===== config.mk =====
export PLATFORM = sky130hd
export DESIGN_NAME = drt_ctrl
export DESIGN_NICKNAME = d
export VERILOG_FILES = /design/src/hw/rtl/drt_pkg.sv /design/src/hw/rtl/drt_ctrl.sv
export SDC_FILE = /design/constraint.sdc
export NUM_CORES = 1
export LEC_CHECK = 0
export ABC_AREA = 1
export BUFFER_PORTS_ARGS = -buffer_cell sky130_fd_sc_hd__clkbuf_2
export CORE_MARGIN = 5
export CORE_UTILIZATION = 52
export DETAILED_ROUTE_END_ITERATION = 16
export GPL_TIMING_DRIVEN = 0
export PLACE_DENSITY_LB_ADDON = 0.1
export SYNTH_ARGS = -nofsm -noshare
export SYNTH_HDL_FRONTEND = slang
export SYNTH_SLANG_ARGS = --single-unit

===== constraint.sdc =====
create_clock -name clk -period 1.7 [get_ports clk]
set_input_delay 0.085 -clock clk [delete_from_list [all_inputs] [get_ports clk]]
set_output_delay 0.085 -clock clk [all_outputs]
set_load 0.02 [all_outputs]

===== src/hw/rtl/drt_pkg.sv =====
`timescale 1ns / 1ps
package drt_pkg;

  localparam int XW   = 12;
  localparam int WW   = 13;
  localparam int IW   = 14;
  localparam int LIMW = 6;
  localparam int CFGW = 13;
  localparam int THRW = 9;

  localparam logic [1:0] REQ_MARK  = 2'd0;
  localparam logic [1:0] REQ_CLEAR = 2'd1;
  localparam logic [1:0] REQ_DRAIN = 2'd2;

  localparam logic [1:0] ST_OK    = 2'd0;
  localparam logic [1:0] ST_EMPTY = 2'd1;
  localparam logic [1:0] ST_FULL  = 2'd2;

  localparam logic [1:0] CFG_SCREEN_W = 2'd0;
  localparam logic [1:0] CFG_SCREEN_H = 2'd1;
  localparam logic [1:0] CFG_THRESH   = 2'd2;

  localparam logic [LIMW-1:0] MAX_OUT      = 6'd32;
  localparam logic [CFGW-1:0] SCREEN_MAX   = 13'd4096;
  localparam logic [CFGW-1:0] SCREEN_W_RST = 13'd1920;
  localparam logic [CFGW-1:0] SCREEN_H_RST = 13'd1080;
  localparam logic [THRW-1:0] THR_MAX      = 9'd256;
  localparam logic [THRW-1:0] THR_RST      = 9'd128;

  typedef struct packed {
    logic [XW-1:0] x;
    logic [XW-1:0] y;
    logic [WW-1:0] w;
    logic [WW-1:0] h;
  } rect_t;

  localparam int RECTW = $bits(rect_t);

  typedef enum logic [2:0] {
    RD_ZERO, RD_I, RD_J, RD_J1, RD_K, RD_K1
  } rd_sel_t;

  typedef enum logic [1:0] {
    WR_N, WR_I, WR_K, WR_ZERO
  } wr_sel_t;

  typedef struct packed {
    logic       latch;
    logic       clip;
    logic       mark_mul;
    logic       mark_add;
    logic       clear;
    logic       cnt_inc;
    logic       cnt_dec;
    logic       col_wr;
    logic       i_clr;
    logic       i_inc;
    logic       j_set;
    logic       j_inc;
    logic       k_one;
    logic       k_clr;
    logic       k_from_j;
    logic       k_inc;
    logic       rd_en;
    rd_sel_t    rd_sel;
    logic       wr_en;
    wr_sel_t    wr_sel;
    logic       a_ld;
    logic       a_bound;
    logic       st_set;
    logic [1:0] st_val;
    logic       elim;
    logic       out_load;
    logic       out_rect;
  } drt_cmd_t;

  typedef struct packed {
    logic       layer_ok;
    logic [1:0] req;
    logic       clip_empty;
    logic       full;
    logic       over;
    logic       i_end;
    logic       j_more;
    logic       k_more;
    logic       k1_more;
    logic       hit;
    logic       e_zero;
    logic       e_last;
    logic       out_busy;
  } drt_sts_t;

endpackage


===== src/hw/rtl/drt_ctrl.sv =====
`timescale 1ns / 1ps
module drt_ctrl import drt_pkg::*; (
  input  logic     clk,
  input  logic     rst_n,
  input  logic     in_valid,
  output logic     in_ready,
  input  drt_sts_t sts,
  output drt_cmd_t cmd
);

  typedef enum logic [19:0] {
    S_IDLE     = 20'h00001,
    S_DISPATCH = 20'h00002,
    S_MARK_CHK = 20'h00004,
    S_MARK_ADD = 20'h00008,
    S_MARK_CMP = 20'h00010,
    S_COL_RD0  = 20'h00020,
    S_COL_LD0  = 20'h00040,
    S_COL_ACC  = 20'h00080,
    S_COL_WR   = 20'h00100,
    S_M_RDI    = 20'h00200,
    S_M_LDI    = 20'h00400,
    S_M_CMP    = 20'h00800,
    S_M_WRI    = 20'h01000,
    S_M_SH_RD  = 20'h02000,
    S_M_SH_WR  = 20'h04000,
    S_E_INIT   = 20'h08000,
    S_E_CHK    = 20'h10000,
    S_E_RD     = 20'h20000,
    S_E_OUT    = 20'h40000,
    S_RESP     = 20'h80000
  } state_t;

  state_t state_r, state_nxt;

  assign in_ready = state_r == S_IDLE;

  always_comb begin
    state_nxt = state_r;
    cmd       = '0;
    unique case (state_r)
      S_IDLE: begin
        if (in_valid) begin
          cmd.latch = 1'b1;
          state_nxt = S_DISPATCH;
        end
      end
      S_DISPATCH: begin
        cmd.st_set = 1'b1;
        cmd.st_val = ST_OK;
        if (!sts.layer_ok) begin
          state_nxt = S_RESP;
        end else begin
          unique case (sts.req)
            REQ_MARK: begin
              cmd.clip  = 1'b1;
              state_nxt = S_MARK_CHK;
            end
            REQ_CLEAR: begin
              cmd.clear = 1'b1;
              state_nxt = S_RESP;
            end
            REQ_DRAIN: begin
              cmd.i_clr = 1'b1;
              state_nxt = S_M_RDI;
            end
            default: state_nxt = S_RESP;
          endcase
        end
      end
      S_MARK_CHK: begin
        if (sts.clip_empty) begin
          cmd.st_set = 1'b1;
          cmd.st_val = ST_EMPTY;
          state_nxt  = S_RESP;
        end else if (sts.full) begin
          cmd.st_set = 1'b1;
          cmd.st_val = ST_FULL;
          state_nxt  = S_RESP;
        end else begin
          cmd.wr_en    = 1'b1;
          cmd.wr_sel   = WR_N;
          cmd.cnt_inc  = 1'b1;
          cmd.mark_mul = 1'b1;
          state_nxt    = S_MARK_ADD;
        end
      end
      S_MARK_ADD: begin
        cmd.mark_add = 1'b1;
        state_nxt    = S_MARK_CMP;
      end
      S_MARK_CMP: begin
        state_nxt = sts.over ? S_COL_RD0 : S_RESP;
      end
      S_COL_RD0: begin
        cmd.rd_en  = 1'b1;
        cmd.rd_sel = RD_ZERO;
        cmd.k_one  = 1'b1;
        state_nxt  = S_COL_LD0;
      end
      S_COL_LD0: begin
        cmd.a_ld   = 1'b1;
        cmd.rd_en  = 1'b1;
        cmd.rd_sel = RD_K;
        cmd.k_inc  = 1'b1;
        state_nxt  = S_COL_ACC;
      end
      S_COL_ACC: begin
        cmd.a_bound = 1'b1;
        if (sts.k_more) begin
          cmd.rd_en  = 1'b1;
          cmd.rd_sel = RD_K;
          cmd.k_inc  = 1'b1;
        end else begin
          state_nxt = S_COL_WR;
        end
      end
      S_COL_WR: begin
        cmd.wr_en  = 1'b1;
        cmd.wr_sel = WR_ZERO;
        cmd.col_wr = 1'b1;
        state_nxt  = S_RESP;
      end
      S_M_RDI: begin
        if (sts.i_end) begin
          state_nxt = S_E_INIT;
        end else begin
          cmd.rd_en  = 1'b1;
          cmd.rd_sel = RD_I;
          cmd.j_set  = 1'b1;
          state_nxt  = S_M_LDI;
        end
      end
      S_M_LDI: begin
        cmd.a_ld   = 1'b1;
        cmd.rd_en  = 1'b1;
        cmd.rd_sel = RD_J;
        state_nxt  = S_M_CMP;
      end
      S_M_CMP: begin
        if (sts.hit) begin
          cmd.a_bound  = 1'b1;
          cmd.k_from_j = 1'b1;
          state_nxt    = S_M_WRI;
        end else if (sts.j_more) begin
          cmd.rd_en  = 1'b1;
          cmd.rd_sel = RD_J1;
          cmd.j_inc  = 1'b1;
        end else begin
          cmd.i_inc = 1'b1;
          state_nxt = S_M_RDI;
        end
      end
      S_M_WRI: begin
        cmd.wr_en  = 1'b1;
        cmd.wr_sel = WR_I;
        state_nxt  = S_M_SH_RD;
      end
      S_M_SH_RD: begin
        if (sts.k1_more) begin
          cmd.rd_en  = 1'b1;
          cmd.rd_sel = RD_K1;
          state_nxt  = S_M_SH_WR;
        end else begin
          cmd.cnt_dec = 1'b1;
          cmd.i_clr   = 1'b1;
          state_nxt   = S_M_RDI;
        end
      end
      S_M_SH_WR: begin
        cmd.wr_en  = 1'b1;
        cmd.wr_sel = WR_K;
        cmd.k_inc  = 1'b1;
        state_nxt  = S_M_SH_RD;
      end
      S_E_INIT: begin
        cmd.elim  = 1'b1;
        state_nxt = S_E_CHK;
      end
      S_E_CHK: begin
        if (sts.e_zero) begin
          state_nxt = S_RESP;
        end else begin
          cmd.k_clr = 1'b1;
          state_nxt = S_E_RD;
        end
      end
      S_E_RD: begin
        cmd.rd_en  = 1'b1;
        cmd.rd_sel = RD_K;
        state_nxt  = S_E_OUT;
      end
      S_E_OUT: begin
        if (!sts.out_busy) begin
          cmd.out_load = 1'b1;
          cmd.out_rect = 1'b1;
          if (sts.e_last) begin
            state_nxt = S_IDLE;
          end else begin
            cmd.k_inc = 1'b1;
            state_nxt = S_E_RD;
          end
        end
      end
      S_RESP: begin
        if (!sts.out_busy) begin
          cmd.out_load = 1'b1;
          state_nxt    = S_IDLE;
        end
      end
      default: state_nxt = S_IDLE;
    endcase
  end

  always_ff @(posedge clk) begin
    if (!rst_n) begin
      state_r <= S_IDLE;
    end else begin
      state_r <= state_nxt;
    end
  end

endmodule


==> results by group <==
Worst setup path
  – Reg2Reg Depth: 11
  – Crit. End Element: output pin
  – Worst setup path end: cmd[14]
  – Critical path class: flop to output pin
  – CP max FO: 5
  – Start of the worst register-to-register path: state_r[5]
  – WP data arrival: 1.98 ns
  – Critical Path Start: state_r[12]
  – R2R Setup Slk: -0.30 ns
  – RR Endpoint: state_r[18]
  – Worst setup SP type: flop
  – Req. time, crit path: 1.62 ns

Route
  – Final WL: 8856 um
  – DRC violations left: 0
  – Number of routed nets with antenna violations: 0
  – DRT iter0 DRCs: 413
  – Via-to-Cell Ratio: 6.319
  – DRT Pass-1 Iters: 6
  – Vias: 2,477
  – Routed length per instance: 22.59 um

Pwr
  – Pwr dens: 1031 nW/um^2
  – Tot Pwr: 0.002955 W
  – Max VDD drop: 0.8309 mV
  – Leakage: 1.465 nW

Placement
  – Final RePlAce weighted congestion: 0.8533
  – I/O Buffers: 47
  – Pre-CTS setup slack: -0.03129 ns
  – DP Wirelength: 3578 um
  – Placement Cell Area: 1957 sq um

Yosys
  – Avg Cell Area, Syn: 6.435 sq um
  – Yosys reg bits: 20
  – Ys Warns: 0
  – Mapped Cells: 259
  – Syn Std Cell Area: 1667 sq um
  – Synth cell types: 33
  – Sequential share of the synthesized area: 0.2402
  – Mapped Nets: 276

Finish
  – Share of cells above drive strength 1: 0.6034
  – Commonest non-fill, non-tap cell in the layout: buf_4
  – Fillers: 116
  – Post-route cell area: 2867 sq um
  – Most frequent cells in the layout: buf_4 (42), inv_1 (41), nand2_1 (41), nor2_1 (25), inv_2 (19)
  – Top flop regs: state_r: 20 flops
  – Biggest register: state_r
  – Diode count: 0
  – Final Net Count: 366
  – Largest register FFs: 20
  – Area Growth Syn to Fin: 72.00%

Die
  – I/O pin cnt: 49
  – Die width: 66.61 um
  – Core ar.: 3053 sq um
  – Die ar.: 4437 sq um
  – Row cnt: 20
  – Starting Density: 0.5459
  – Die height: 66.61 um

STA
  – Slew headroom: 0.6314
  – Worst-Margin Slew: 0.5529 ns
  – RSZ-0062 raised after global routing: yes
  – Max Freq: 0.4835 GHz
  – Final hold slack: 0.03843 ns
  – Final setup vio count: 50
  – Fin crit period: 2.068 ns
  – Tcrit/Tclk final: 1.217
  – Slew Limit Fails: 0
  – Final WS setup: -0.3684 ns
  – Layout Skew: 0.006660 ns
  – Fin. Hold Viols: 0

GRT
  – Grt total ovfl: 0
  – First-pass GRT wire length: 9446 um
  – Vias in the first global route: 2,058
  – Largest net degree at the start of global routing: 13
  – All-layer global routing usage: 0.2794
  – Initial antenna violation count: 0

CTS
  – Cell at the root of the clock tree: clkbuf_4
  – TritonCTS buffer count: 3
  – CTS tree: built
  – Reg clk slew, reported paths: 0.14 ns
  – CTS hold repair buffers: 0
  – Clock insertion delay at the later pin of the skew report: 0.33 ns
  – Clk sink count: 20
  – H-tree levels: 1
  – Clock buffer depth: 2

Run status
  – Outcome: finished with violations
  – Failing checks: setup timing

Worst hold path
  – Hold/Removal Path Class: input port to flop

Flow run
  – Number of max-cap violations: 0
power by group:
group	switching, W	total, W	internal (W)
Clock	0.000188	0.000426	0.000239
Combinational	0.00125	0.00193	0.000680
Sequential	0.0000712	0.000594	0.000523
per-layer routing:
layer	wire length [um]	vias up	global-route usage
met5	0	-	0
met4	884	0	0.08883
met3	963	117	0.04890
met2	4171	269	0.5260
met1	2836	1110	0.3126
li1	-	981	-
critical path: stages, from the launching register on:
cell and delay [ns]:
dfxtp_4 0.39, nor2_4 0.13, nand2_4 0.11, nor2_8 0.25, nand3_2 0.19, o21ai_2 0.17
inv_1 0.10, nand4_1 0.14, clkbuf_8 0.16
cell families (layout without fill, tap and decap cells):
group,count (synthesis),in the layout,share of synthesized area
compound gates,13,13,0.05406
flops,20,20,0.2402
simple gates,161,162,0.5518
buf+inv,65,153,0.1539
cell usage after synthesis:
cell type  number  share of area
inv_1          47           0.11
nand2_1        45           0.10
nor2_1         40          0.090
dfxtp_1        20           0.24
nand3_1        16          0.048
nand3_2        15          0.090
nor3_1         14          0.042
inv_2          13          0.029
nor2_2          8          0.030
nand2_2         4          0.015
nand4_1         3          0.011
nor2_4          3          0.020
nor2_8          3          0.036
a21oi_1         2         0.0060
nand2_4         2          0.014
nand3b_1        2         0.0090
nor3b_1         2         0.0090
o211ai_1        2         0.0090
o21ai_0         2         0.0060
o21ai_1         2         0.0060
o22ai_1         2         0.0075
buf_1           1         0.0023
buf_2           1         0.0030
buf_4           1         0.0045
buf_6           1         0.0068
clkinv_1        1         0.0023
nand4_4         1          0.013
nor3_2          1         0.0060
nor3_4          1         0.0098
nor4_2          1         0.0075
o21ai_4         1         0.0098
o21bai_1        1         0.0045
o311ai_1        1         0.0053
area by class of cell:
type                            instances  area (sq um)  share of cell area
Buffer                                  4         27.53            0.009603
Tap cell                               44         55.05             0.01921
Inverter                               61         229.0             0.07988
Clock buffer                            3         22.52            0.007857
Sequential cell                        20         430.4              0.1502
Timing Repair Buffer                   84         695.7              0.2427
Clock inverter                          1         30.03             0.01048
Multi-Input combinational cell        175          1376              0.4801
what timing repair did:
action / CTS / global route
pin swaps: 25 / 16
gates cloned: 2 / 0
endpoints found under the setup margin: 43 / 50
gates resized for setup: 103 / 73
setup buffers: 26 / 10
stage by stage:
stage	util	instances	TNS [ns]
3_5_place_dp	0.6410	350	-0.03129
2_1_floorplan	-	259	0
6_report	0.9389	392	-9.529
4_1_cts	0.8545	382	-1.986
3_3_place_gp	0.6410	350	-0.02557
5_1_grt	0.9389	392	-11.23
how the worst min path moves through the flow:
stage,startpoint,end,cells past startpoint
3_5_place_dp,sts[8],state_r[5],2
6_report,sts[8],state_r[5],2
2_1_floorplan,sts[11],cmd[29],1
3_3_place_gp,sts[8],state_r[5],2
5_1_grt,sts[8],state_r[5],2
4_1_cts,sts[8],state_r[5],2
(Power assumes the default switching activity.)
